`config.mk`:
```
export PLATFORM = sky130hd
export DESIGN_NAME = i2c_slave_byte_engine_unit
export DESIGN_NICKNAME = d
export VERILOG_FILES = /design/src/design/i2csbe_pkg.sv /design/src/design/i2csbe_ram.sv /design/src/design/i2c_slave_byte_engine_unit.sv
export SDC_FILE = /design/constraint.sdc
export NUM_CORES = 1
export LEC_CHECK = 0
export ABC_CLOCK_PERIOD_IN_PS = 6900
export BUFFER_PORTS_ARGS = -buffer_cell sky130_fd_sc_hd__buf_2
export CORE_MARGIN = 8
export CORE_UTILIZATION = 24
export CTS_CLUSTER_DIAMETER = 200
export DETAILED_ROUTE_END_ITERATION = 8
export MAX_ROUTING_LAYER = met4
export PLACE_DENSITY = 0.5
export SYNTH_ARGS = -nofsm -noshare
export SYNTH_HDL_FRONTEND = slang
export SYNTH_SLANG_ARGS = --single-unit
```
`constraint.sdc`:
```
create_clock -name aclk -period 6.9 [get_ports aclk]
set_input_delay 0.69 -clock aclk [delete_from_list [all_inputs] [get_ports aclk]]
set_output_delay 0.69 -clock aclk [all_outputs]
set_load 0.02 [all_outputs]
```
`src/design/i2csbe_pkg.sv`:
```
// Shared types, codes and sizes for the I2C slave byte engine.
package i2csbe_pkg;

    localparam int unsigned BUFFER_DEPTH = 16;
    localparam int unsigned IDX_W        = $clog2(BUFFER_DEPTH);
    localparam int unsigned CNT_W        = $clog2(BUFFER_DEPTH + 1);
    localparam int unsigned DATA_W       = 8;
    localparam int unsigned ADDR7_W      = 7;

    typedef enum logic [2:0] {
        OP_START   = 3'd0,
        OP_STOP    = 3'd1,
        OP_BYTE    = 3'd2,
        OP_ACK_BIT = 3'd3,
        OP_LOAD_TX = 3'd4,
        OP_READ_RX = 3'd5
    } opcode_t;

    typedef enum logic [2:0] {
        RSP_NONE = 3'd0,
        RSP_ACK  = 3'd1,
        RSP_NACK = 3'd2,
        RSP_TX   = 3'd3,
        RSP_HOST = 3'd4
    } rsp_t;

    typedef enum logic [1:0] {
        BP_IDLE  = 2'd0,
        BP_ADDR  = 2'd1,
        BP_WRITE = 2'd2,
        BP_READ  = 2'd3
    } bus_phase_t;

    typedef enum logic [3:0] {
        PH_IDLE  = 4'b0001,
        PH_ADDR  = 4'b0010,
        PH_WRITE = 4'b0100,
        PH_READ  = 4'b1000
    } phase_t;

    function automatic bus_phase_t phase_code(input phase_t ph);
        bus_phase_t code;
        unique case (ph)
            PH_IDLE:  code = BP_IDLE;
            PH_ADDR:  code = BP_ADDR;
            PH_WRITE: code = BP_WRITE;
            PH_READ:  code = BP_READ;
            default:  code = BP_IDLE;
        endcase
        return code;
    endfunction

endpackage

```
`src/design/i2csbe_ram.sv`:
```
// Generic single-write, single-read RAM with registered read data.
module i2csbe_ram #(
    parameter int unsigned WIDTH = 8,
    parameter int unsigned DEPTH = 16,
    parameter int unsigned ADDR_W = $clog2(DEPTH)
) (
    input  logic              clk,
    input  logic              we,
    input  logic [ADDR_W-1:0] waddr,
    input  logic [WIDTH-1:0]  wdata,
    input  logic              re,
    input  logic [ADDR_W-1:0] raddr,
    output logic [WIDTH-1:0]  rdata
);

    logic [WIDTH-1:0] mem [DEPTH];
    logic [WIDTH-1:0] rdata_reg;

    always_ff @(posedge clk) begin
        if (we) begin
            mem[waddr] <= wdata;
        end
        if (re) begin
            rdata_reg <= mem[raddr];
        end
    end

    assign rdata = rdata_reg;

endmodule

```
`src/design/i2c_slave_byte_engine_unit.sv`:
```
// I2C slave byte engine: bus event decode, receive/transmit stores, result output.
//
// One request is taken per clock unless back-pressure or a pending second result holds the input.
// Every request gives one result, except an address byte that matches with the read bit set,
// which gives an ACK and then the first transmit byte; that request holds the input until
// its ACK has moved into the output register. A result passes through the store read (both
// stores are synchronous RAMs read when the request is taken) and then the output register.
// Receive entries not written since the last START read as zero through the fill count;
// transmit entries never loaded read as zero through a valid bit per entry. No clearing pass after reset.
module i2c_slave_byte_engine_unit (
    input  logic        aclk,
    input  logic        aresetn,
    input  logic        cfg_wr_en,
    input  logic [6:0]  cfg_wr_data,   // own_address
    input  logic        s_tvalid,
    output logic        s_tready,
    input  logic [15:0] s_tdata,       // [7:0] data_in, [11:8] entry_index, [15:12] zero
    input  logic [2:0]  s_tuser,       // [2:0] opcode
    output logic        m_tvalid,
    input  logic        m_tready,
    output logic [15:0] m_tdata,       // [7:0] data_out, [12:8] rx_fill, [14:13] bus_phase,
                                       // [15] zero
    output logic [2:0]  m_tuser,       // [2:0] response
    output logic        m_tlast        // last_result
);

    localparam int unsigned DW = i2csbe_pkg::DATA_W;
    localparam int unsigned IW = i2csbe_pkg::IDX_W;
    localparam int unsigned CW = i2csbe_pkg::CNT_W;

    // control state
    logic [i2csbe_pkg::ADDR7_W-1:0] own_address_reg;
    i2csbe_pkg::phase_t             phase_reg, phase_next;
    logic [CW-1:0]                  rx_count_reg, rx_count_next;
    logic [CW-1:0]                  tx_count_reg, tx_count_next;
    logic [i2csbe_pkg::BUFFER_DEPTH-1:0] tx_valid_reg, tx_valid_next;

    // result stage (store data arrives here)
    logic                    s1_valid_reg, s1_valid_next;
    logic                    s1_two_reg, s1_two_next;
    i2csbe_pkg::rsp_t        s1_rsp_reg;
    logic                    s1_use_mem_reg;
    logic                    s1_src_rx_reg;
    logic                    s1_ff_reg;
    logic [CW-1:0]           s1_fill_reg;
    i2csbe_pkg::bus_phase_t  s1_phase_reg;

    // output register
    logic                    m_valid_reg, m_valid_next;
    i2csbe_pkg::rsp_t        m_rsp_reg;
    logic [DW-1:0]           m_data_reg;
    logic [CW-1:0]           m_fill_reg;
    i2csbe_pkg::bus_phase_t  m_phase_reg;
    logic                    m_last_reg;

    // decode
    i2csbe_pkg::opcode_t     op;
    logic [DW-1:0]           din;
    logic [IW-1:0]           idx;
    logic                    s_accept;
    logic                    out_free;
    logic                    s1_done;
    i2csbe_pkg::rsp_t        rsp_c;
    logic                    two_c, use_mem_c, src_rx_c, ff_c;
    logic                    rx_we, tx_we;
    logic [IW-1:0]           tx_raddr;
    logic [DW-1:0]           rx_dout, tx_dout;
    logic [DW-1:0]           s1_data;

    assign op  = i2csbe_pkg::opcode_t'(s_tuser);
    assign din = s_tdata[DW-1:0];
    assign idx = s_tdata[DW+IW-1:DW];

    assign out_free = !m_valid_reg || m_tready;
    assign s1_done  = s1_valid_reg && out_free && !s1_two_reg;
    assign s_tready = !s1_valid_reg || s1_done;
    assign s_accept = s_tvalid && s_tready;
    assign tx_raddr = tx_count_reg[IW-1:0];

    always_comb begin
        phase_next    = phase_reg;
        rx_count_next = rx_count_reg;
        tx_count_next = tx_count_reg;
        tx_valid_next = tx_valid_reg;
        rsp_c         = i2csbe_pkg::RSP_NONE;
        two_c         = 1'b0;
        use_mem_c     = 1'b0;
        src_rx_c      = 1'b0;
        ff_c          = 1'b0;
        rx_we         = 1'b0;
        tx_we         = 1'b0;
        if (s_accept) begin
            case (op)
                i2csbe_pkg::OP_START: begin
                    rx_count_next = '0;
                    tx_count_next = '0;
                    phase_next    = i2csbe_pkg::PH_ADDR;
                end
                i2csbe_pkg::OP_STOP: begin
                    phase_next = i2csbe_pkg::PH_IDLE;
                end
                i2csbe_pkg::OP_BYTE: begin
                    if (phase_reg == i2csbe_pkg::PH_ADDR) begin
                        if (din[DW-1:1] == own_address_reg) begin
                            if (din[0]) begin
                                phase_next = i2csbe_pkg::PH_READ;
                                two_c      = 1'b1;
                                rsp_c      = i2csbe_pkg::RSP_TX;
                                if (tx_count_reg < CW'(i2csbe_pkg::BUFFER_DEPTH)) begin
                                    use_mem_c     = tx_valid_reg[tx_raddr];
                                    tx_count_next = tx_count_reg + CW'(1);
                                end else begin
                                    ff_c = 1'b1;
                                end
                            end else begin
                                phase_next = i2csbe_pkg::PH_WRITE;
                                rsp_c      = i2csbe_pkg::RSP_ACK;
                            end
                        end else begin
                            phase_next = i2csbe_pkg::PH_IDLE;
                        end
                    end else if (phase_reg == i2csbe_pkg::PH_WRITE) begin
                        if (rx_count_reg < CW'(i2csbe_pkg::BUFFER_DEPTH)) begin
                            rx_we         = 1'b1;
                            rx_count_next = rx_count_reg + CW'(1);
                            rsp_c         = i2csbe_pkg::RSP_ACK;
                        end else begin
                            rsp_c = i2csbe_pkg::RSP_NACK;
                        end
                    end
                end
                i2csbe_pkg::OP_ACK_BIT: begin
                    if (phase_reg == i2csbe_pkg::PH_READ) begin
                        if (din != '0) begin
                            phase_next = i2csbe_pkg::PH_IDLE;
                        end else begin
                            rsp_c = i2csbe_pkg::RSP_TX;
                            if (tx_count_reg < CW'(i2csbe_pkg::BUFFER_DEPTH)) begin
                                use_mem_c     = tx_valid_reg[tx_raddr];
                                tx_count_next = tx_count_reg + CW'(1);
                            end else begin
                                ff_c = 1'b1;
                            end
                        end
                    end
                end
                i2csbe_pkg::OP_LOAD_TX: begin
                    tx_we              = 1'b1;
                    tx_valid_next[idx] = 1'b1;
                end
                i2csbe_pkg::OP_READ_RX: begin
                    rsp_c     = i2csbe_pkg::RSP_HOST;
                    src_rx_c  = 1'b1;
                    use_mem_c = ({1'b0, idx} < rx_count_reg);
                end
                default: begin
                end
            endcase
        end
    end

    i2csbe_ram #(.WIDTH(DW), .DEPTH(i2csbe_pkg::BUFFER_DEPTH)) u_rx_ram (
        .clk   (aclk),
        .we    (rx_we),
        .waddr (rx_count_reg[IW-1:0]),
        .wdata (din),
        .re    (s_accept),
        .raddr (idx),
        .rdata (rx_dout)
    );

    i2csbe_ram #(.WIDTH(DW), .DEPTH(i2csbe_pkg::BUFFER_DEPTH)) u_tx_ram (
        .clk   (aclk),
        .we    (tx_we),
        .waddr (idx),
        .wdata (din),
        .re    (s_accept),
        .raddr (tx_raddr),
        .rdata (tx_dout)
    );

    always_comb begin
        if (s1_ff_reg) begin
            s1_data = '1;
        end else if (s1_use_mem_reg) begin
            s1_data = s1_src_rx_reg ? rx_dout : tx_dout;
        end else begin
            s1_data = '0;
        end
    end

    always_comb begin
        s1_valid_next = s1_valid_reg;
        s1_two_next   = s1_two_reg;
        if (s_accept) begin
            s1_valid_next = 1'b1;
            s1_two_next   = two_c;
        end else if (s1_done) begin
            s1_valid_next = 1'b0;
        end else if (s1_valid_reg && out_free) begin
            s1_two_next = 1'b0;
        end
        m_valid_next = out_free ? s1_valid_reg : m_valid_reg;
    end

    always_ff @(posedge aclk) begin
        if (!aresetn) begin
            own_address_reg <= '0;
            phase_reg       <= i2csbe_pkg::PH_IDLE;
            rx_count_reg    <= '0;
            tx_count_reg    <= '0;
            tx_valid_reg    <= '0;
            s1_valid_reg    <= 1'b0;
            s1_two_reg      <= 1'b0;
            m_valid_reg     <= 1'b0;
        end else begin
            if (cfg_wr_en) begin
                own_address_reg <= cfg_wr_data;
            end
            phase_reg    <= phase_next;
            rx_count_reg <= rx_count_next;
            tx_count_reg <= tx_count_next;
            tx_valid_reg <= tx_valid_next;
            s1_valid_reg <= s1_valid_next;
            s1_two_reg   <= s1_two_next;
            m_valid_reg  <= m_valid_next;
        end
    end

    always_ff @(posedge aclk) begin
        if (s_accept) begin
            s1_rsp_reg     <= rsp_c;
            s1_use_mem_reg <= use_mem_c;
            s1_src_rx_reg  <= src_rx_c;
            s1_ff_reg      <= ff_c;
            s1_fill_reg    <= rx_count_next;
            s1_phase_reg   <= i2csbe_pkg::phase_code(phase_next);
        end
        if (out_free && s1_valid_reg) begin
            m_fill_reg  <= s1_fill_reg;
            m_phase_reg <= s1_phase_reg;
            if (s1_two_reg) begin
                m_rsp_reg  <= i2csbe_pkg::RSP_ACK;
                m_data_reg <= '0;
                m_last_reg <= 1'b0;
            end else begin
                m_rsp_reg  <= s1_rsp_reg;
                m_data_reg <= s1_data;
                m_last_reg <= 1'b1;
            end
        end
    end

    assign m_tvalid = m_valid_reg;
    assign m_tuser  = m_rsp_reg;
    assign m_tlast  = m_last_reg;
    assign m_tdata  = {1'b0, m_phase_reg, m_fill_reg, m_data_reg};

    // only the read-address ACK is followed by a further result
    a_first_of_two: assert property (@(posedge aclk) disable iff (!aresetn)
        m_tvalid && !m_tlast |->
            m_tuser == i2csbe_pkg::RSP_ACK && m_tdata[14:13] == i2csbe_pkg::BP_READ)
        else $error("non-final result is not a read ACK");

    a_rx_bound: assert property (@(posedge aclk) disable iff (!aresetn)
        rx_count_reg <= CW'(i2csbe_pkg::BUFFER_DEPTH) &&
        tx_count_reg <= CW'(i2csbe_pkg::BUFFER_DEPTH))
        else $error("counter beyond store depth");

    a_hold_on_two: assert property (@(posedge aclk) disable iff (!aresetn)
        s1_valid_reg && s1_two_reg |-> !s_tready)
        else $error("request taken while a second result is pending");

    a_data_zero: assert property (@(posedge aclk) disable iff (!aresetn)
        m_tvalid && (m_tuser == i2csbe_pkg::RSP_NONE || m_tuser == i2csbe_pkg::RSP_ACK ||
                     m_tuser == i2csbe_pkg::RSP_NACK) |-> m_tdata[7:0] == '0)
        else $error("non-data result carries data");

endmodule

```
==> results of run 1 <==
==> report_power, final <==
group          internal (mW)  switching (mW)
logic                 0.0613           0.112
registers               2.29         0.00995
clock network           1.21           0.804
==> worst paths after layout <==
check                      start                 end  slack, ps  cells after the start
setup / recovery      s_tdata[3]     s1_phase_reg[1]       3890                      7
hold / removal    cfg_wr_data[2]  own_address_reg[2]        400                      3
setup reg to reg        m_tvalid  u_tx_ram.mem[8][4]       3900                      6
hold reg to reg   s1_fill_reg[4]       m_fill_reg[4]        420                      0
==> worst min-delay path: cells and delay by family <==
family / cells / cell delay [ps]
and+or+nand+nor: 1 / 70
buffers and inverters: 1 / 70
muxes: 1 / 50
==> synthesized netlist by cell type, types with 8 or more instances <==
cell type    n  share of area
a21oi_1     15         0.0055
clkbuf_1    21         0.0058
dfxtp_1     40          0.059
edfxtp_1   304           0.67
ha_1         8         0.0074
inv_1       13         0.0036
mux2_2      10         0.0083
mux4_2      85           0.14
nand2_1     17         0.0047
nor2_1      52          0.014
nor3_1      17         0.0063
o21a_1      19          0.010
o21ai_0     10         0.0037
xor2_1       9         0.0058
==> through the flow <==
step | setup slack, ps | std cells | utilization
2_1_floorplan | 3940 | 717 | -
3_3_place_gp | 3430 | 1498 | 0.262
3_5_place_dp | 3350 | 1498 | 0.262
4_1_cts | 3830 | 1568 | 0.285
5_1_grt | 3620 | 1570 | 0.285
6_report | 3890 | 1570 | 0.285
==> layout by cell type (no fill, tap or decap), types with 6 or more instances in the layout <==
master and n:
edfxtp_1 304, mux4_2 85, nor2_1 51, buf_2 47, clkbuf_16 39, dfxtp_1 38
o21a_1 19, nand2_1 17, a21oi_1 15, inv_1 13, nor3_1 13, buf_4 13
clkbuf_1 12, o21ai_0 10, mux2_2 10, xor2_1 9, ha_1 8, and2_1 7
mux2i_1 7, and3_1 6, nand2b_1 6, nand3_1 6
==> area by class of cell <==
class                           instances  share of cell area
Sequential cell                       344               0.621
Clock buffer                           56              0.0682
Clock inverter                         14              0.0105
Multi-Input combinational cell        324               0.217
Tap cell                              756              0.0592
Timing Repair Buffer                   60              0.0208
Inverter                               14             0.00329
Antenna cell                            2            0.000313
==> logic make-up after synthesis <==
kind of cell    after synthesis  synth area share
flops                       344             0.730
simple gates                142            0.0537
mux                         102             0.154
compound gates               62            0.0316
buf+inv                      49            0.0166
xor+xnor                      9           0.00580
fa+ha+maj                     8           0.00736
other cells                   1          0.000276
==> metal layers <==
layer  share of wire  vias up  global-route usage
met4           0.017        0              0.0255
met5               0        -                   -
li1                -     3025                   -
met1            0.47     3574               0.133
met2            0.47      156               0.151
met3           0.044       41              0.0204
==> flow_summary.yaml, run 1 <==
global_route:
  grt_pass1_vias: 6959
  grt-ovfl-total: 0
  grt_usage: 0.0988
  antenna_found_initial: 2
  grt_max_degree: 40
  grt_pass1_wl_mm: 46.5
timing:
  hold_ws_ps: 396
  finalCriticalPeriod_ps: 3010
  fmax_mhz: 333
  hold_viol: 0
  grt_setup_unrepaired: "false"
  skew_ps: 20.4
  timing.setup.tns_ps: 0
  slew_violations: 0
  setup_viol: 0
  tightest_slew_ps: 1140
  post-route-period-util: 0.436
  max_slew_margin: 0.239
floorplan:
  start_util: 0.242
  die_w_um: 254
  dieArea_sq_mm: 0.0645
  die_h_um: 254
  pin_count: 53
  fp-row-count: 87
  core_area_sq_mm: 0.0562
place:
  hpwl_mm: 19.4
  gp_congestion: 0.786
  place_area_sq_mm: 0.0147
  io_buffers: 47
clock_network:
  clockRootBuffer: "clkbuf_16"
  clkSinkCount: 344
  clk_latency_ps: 540
  post_cts_resize_count: 0
  postCtsSetupBuffers: 0
  cts_tree: "built"
  h-tree-depth: 2
  cts_buffers: 38
  cts_max_path_buffers: 3
  clkTransAtPathRegs_ps: 60
  hold_buffers: 0
logic_synthesis:
  synth.avg_cell_area_sq_um: 19.0
  syn_nets: 756
  synth.cell_area_sq_mm: 0.0136
  yosysSeqAreaShare: 0.730
  async_flop_share: 0
  yosysWarnings: 0
  synth_edf_count: 304
  yosysUniqueCellTypes: 55
  netlist_instances: 717
  ys_ff_latch: 344
  ys.flop_type: "edfxtp_1"
pwr:
  p_leak_nw: 5.03
  ir_worst_vdd_mv: 0.168
  powerDensity_mw_per_mm2: 281
  finalPower_mw: 4.49
cells_and_area:
  multi_input_area_sq_mm: 0.00346
  syn_to_final_growth_pct: 17.6
  drive_above_1_share: 0.282
  fillCellCount: 5614
  seq_area_sq_mm: 0.00993
  final_area_sq_mm: 0.0160
  nNetsFinal: 821
worst_hold_path:
  hp-class: "in2reg"
worst_setup_path:
  cpMaxStageDelayCell: "o41ai_1"
  end_kind: "flop"
  crit_path_max_fanout: 34
  critPathArrivalTime_ps: 3290
  cp_common_cell: "xor2_1"
  crit_buf_inv: 1
  critPathKind: "in2reg"
  crit_chain: "buf_2 > xor2_1 > nor3_1 > nand3_1 > o41ai_1 > xor2_1 > and3_1"
  crit_path_max_incr_delay_ps: 620
  critPathTopFamily: "simple AND/OR/NAND/NOR gates"
  worst_setup_path_start_kind: "primary input"
  required_ps: 7190
route:
  postRouteAntennaNets: 0
  drc: 0
  drt_iter0_drc: 444
  wl_mm: 30.9
  vias_per_cell: 4.33
  post_drt_wl_per_cell_um: 19.7
  drt_pre_antenna_iters: 4
  num_vias: 6796
outcome:
  status: "finished clean"
job:
  cap_violations: 0
Power figures use the tool's default switching activity.
==> run 2, diff against run 1 <==
--- a/config.mk
+++ b/config.mk
@@ -5,7 +5,8 @@
 export SDC_FILE = /design/constraint.sdc
 export NUM_CORES = 1
 export LEC_CHECK = 0
-export ABC_CLOCK_PERIOD_IN_PS = 6900
+export ABC_AREA = 1
+export ABC_CLOCK_PERIOD_IN_PS = 3000
 export BUFFER_PORTS_ARGS = -buffer_cell sky130_fd_sc_hd__buf_2
 export CORE_MARGIN = 8
 export CORE_UTILIZATION = 24
==> constraint.sdc (replaced) <==
create_clock -name aclk -period 3 [get_ports aclk]
set_input_delay 0.3 -clock aclk [delete_from_list [all_inputs] [get_ports aclk]]
set_output_delay 0.3 -clock aclk [all_outputs]
set_load 0.02 [all_outputs]
==> flow_summary.yaml, run 2 <==
route:
  drt_pre_antenna_iters: 5
  topRoutingLayerUsed: "met4"
  drt_iter0_drc: 590
  drc: 0
  post_drt_wl_per_cell_um: 18.4
  dr_wl_met2_mm: 16.8
  postRouteAntennaNets: 0
  wl_mm: 36.1
  wl_met3_mm: 2.13
  vias_per_cell: 4.48
  wl_met1_mm: 16.3
  num_vias: 8795
outcome:
  status: "finished clean"
timing:
  fmax_mhz: 389
  hold_viol: 0
  timing.setup.tns_ps: 0
  setup_viol: 0
  skew_ps: 27.6
  grt_setup_unrepaired: "false"
  slew_violations: 0
  setup_ws_ps: 430
  tightest_slew_ps: 949
  finalCriticalPeriod_ps: 2570
  max_slew_margin: 0.367
  post-route-period-util: 0.857
clock_network:
  hold_buffers: 4
  clk_latency_ps: 550
  clockRootBuffer: "clkbuf_16"
  h-tree-depth: 2
  clkSinkCount: 344
  cts_buffers: 37
  cts_max_path_buffers: 3
  post_cts_resize_count: 0
  postCtsSetupBuffers: 0
  cts_tree: "built"
  clkTransAtPathRegs_ps: 60
pwr:
  ir_worst_vdd_mv: 0.315
  finalPower_mw: 10.1
  p_leak_nw: 5.54
  powerDensity_mw_per_mm2: 625
worst_hold_path:
  hp-class: "in2reg"
worst_setup_path:
  worst_setup_path_start_kind: "flop"
  critPathArrivalTime_ps: 2760
  crit_buf_inv: 2
  critPathTopFamily: "simple AND/OR/NAND/NOR gates"
  end_kind: "flop"
  crit_path_max_incr_delay_ps: 420
  critPathKind: "reg2reg"
  cpMaxStageDelayCell: "nor3_2"
  crit_chain: "inv_1 > nand2_1 > a21oi_4 > nand4_1 > nor3_2 > nand2_1 > inv_1"
  crit_path_max_fanout: 12
  required_ps: 3190
logic_synthesis:
  yosysUniqueCellTypes: 40
  synthTopCellsByCount: "304 x edfxtp_1, 123 x nand2_1, 123 x nor2_1, 93 x o21ai_0, 78 x a21oi_1"
  synth_edf_count: 304
  yosysMostFrequentCell: "edfxtp_1"
  synth_top_family_by_area: "compound AO/OA/AOI/OAI gates"
  yosys.area_share.adder: 0.00731
  yosysWarnings: 0
  async_flop_share: 0
  synth.avg_cell_area_sq_um: 12.5
  synthXorXnorAreaFrac: 0.00512
  netlist_instances: 1093
  ys_ff_latch: 344
  yosysSeqAreaShare: 0.725
  synth.area.mux_share: 0
  synth_area_leaders: "edfxtp_1 67%, dfxtp_1 5.8%, a22oi_1 3.5%"
  synthSimpleGateAreaFrac: 0.0984
  synth.cell_area_sq_mm: 0.0137
  yosysTopAreaCellShare: 0.666
  ys.flop_type: "edfxtp_1"
  synth_compound_area_frac: 0.129
  yosysTopAreaCell: "edfxtp_1"
  syn_nets: 1132
floorplan:
  die_w_um: 255
  start_util: 0.243
  core_area_sq_mm: 0.0564
  dieArea_sq_mm: 0.0650
  fp-row-count: 87
  pin_count: 53
  die_h_um: 255
global_route:
  grt_pass1_wl_mm: 53.4
  grt_pass1_vias: 8569
  grt-ovfl-total: 0
  grt_usage: 0.112
  grt_max_degree: 47
  antenna_found_initial: 4
cells_and_area:
  fillCellCount: 5829
  nNetsFinal: 1218
  drive_above_1_share: 0.125
  multi_input_area_sq_mm: 0.00329
  most-common-layout-cells: "304 x edfxtp_1, 123 x nand2_1, 122 x nor2_1"
  layout_commonest_cell: "edfxtp_1"
  seq_area_sq_mm: 0.00993
  syn_to_final_growth_pct: 18.1
place:
  gp_congestion: 0.825
  place_worst_setup_slack_ps: 400
  io_buffers: 47
  hpwl_mm: 23.4
job:
  cap_violations: 0
==> run 2: kinds of logic after synthesis <==
group | after synthesis
flip-flops | 344
other | 1
buffers and inverters | 120
AO/OA/AOI/OAI | 293
adder cells (fa/ha/maj) | 8
AND/OR/NAND/NOR | 319
XOR/XNOR | 8
==> run 2: metal layers <==
layer / GRT usage / vias up
li1: - / 4172
met1: 0.147 / 4354
met2: 0.173 / 218
met3: 0.0221 / 51
met4: 0.0364 / 0
met5: - / -
==> run 2: worst paths after layout <==
path / from / endpoint / slack, ps / cells after the start
worst min-delay path: cfg_wr_data[1] / own_address_reg[1] / 50 / 3
worst max register to register: s1_two_reg / u_tx_ram.mem[6][4] / 430 / 7
worst min register to register: s1_fill_reg[3] / m_fill_reg[3] / 420 / 0
worst max-delay path: s1_two_reg / u_tx_ram.mem[6][4] / 430 / 7
==> run 2: power breakdown <==
group / total (mW) / switching [mW] / leakage, nW / internal [mW]
clock network: 4.31 / 1.83 / 0.548 / 2.48
registers: 5.30 / 0.0264 / 3.10 / 5.27
logic: 0.495 / 0.359 / 1.89 / 0.137
==> run 2: tightest hold or removal path, cell delays in order <==
cell	delay, ps
buf_2	70
o21ai_0	70
a21oi_1	100
==> run 2: metrics by stage <==
stage	hold slack, ps	cell area, sq um	util	cells
floorplan	399	13700	-	1093
global placement	403	15000	0.266	1892
detailed placement	406	15000	0.266	1892
CTS	39.0	16200	0.287	1962
global route	69.6	16200	0.287	1965
finish	54.9	16200	0.287	1965
==> run 2: area by class of cell <==
type	instances	share of cell area
multi-input cells	629	0.204
well taps	756	0.0585
clock buffers	47	0.0602
diodes	3	0.000464
inverters	76	0.0176
flip-flops and latches	344	0.614
repair buffers	91	0.0356
clock inverters	19	0.0102
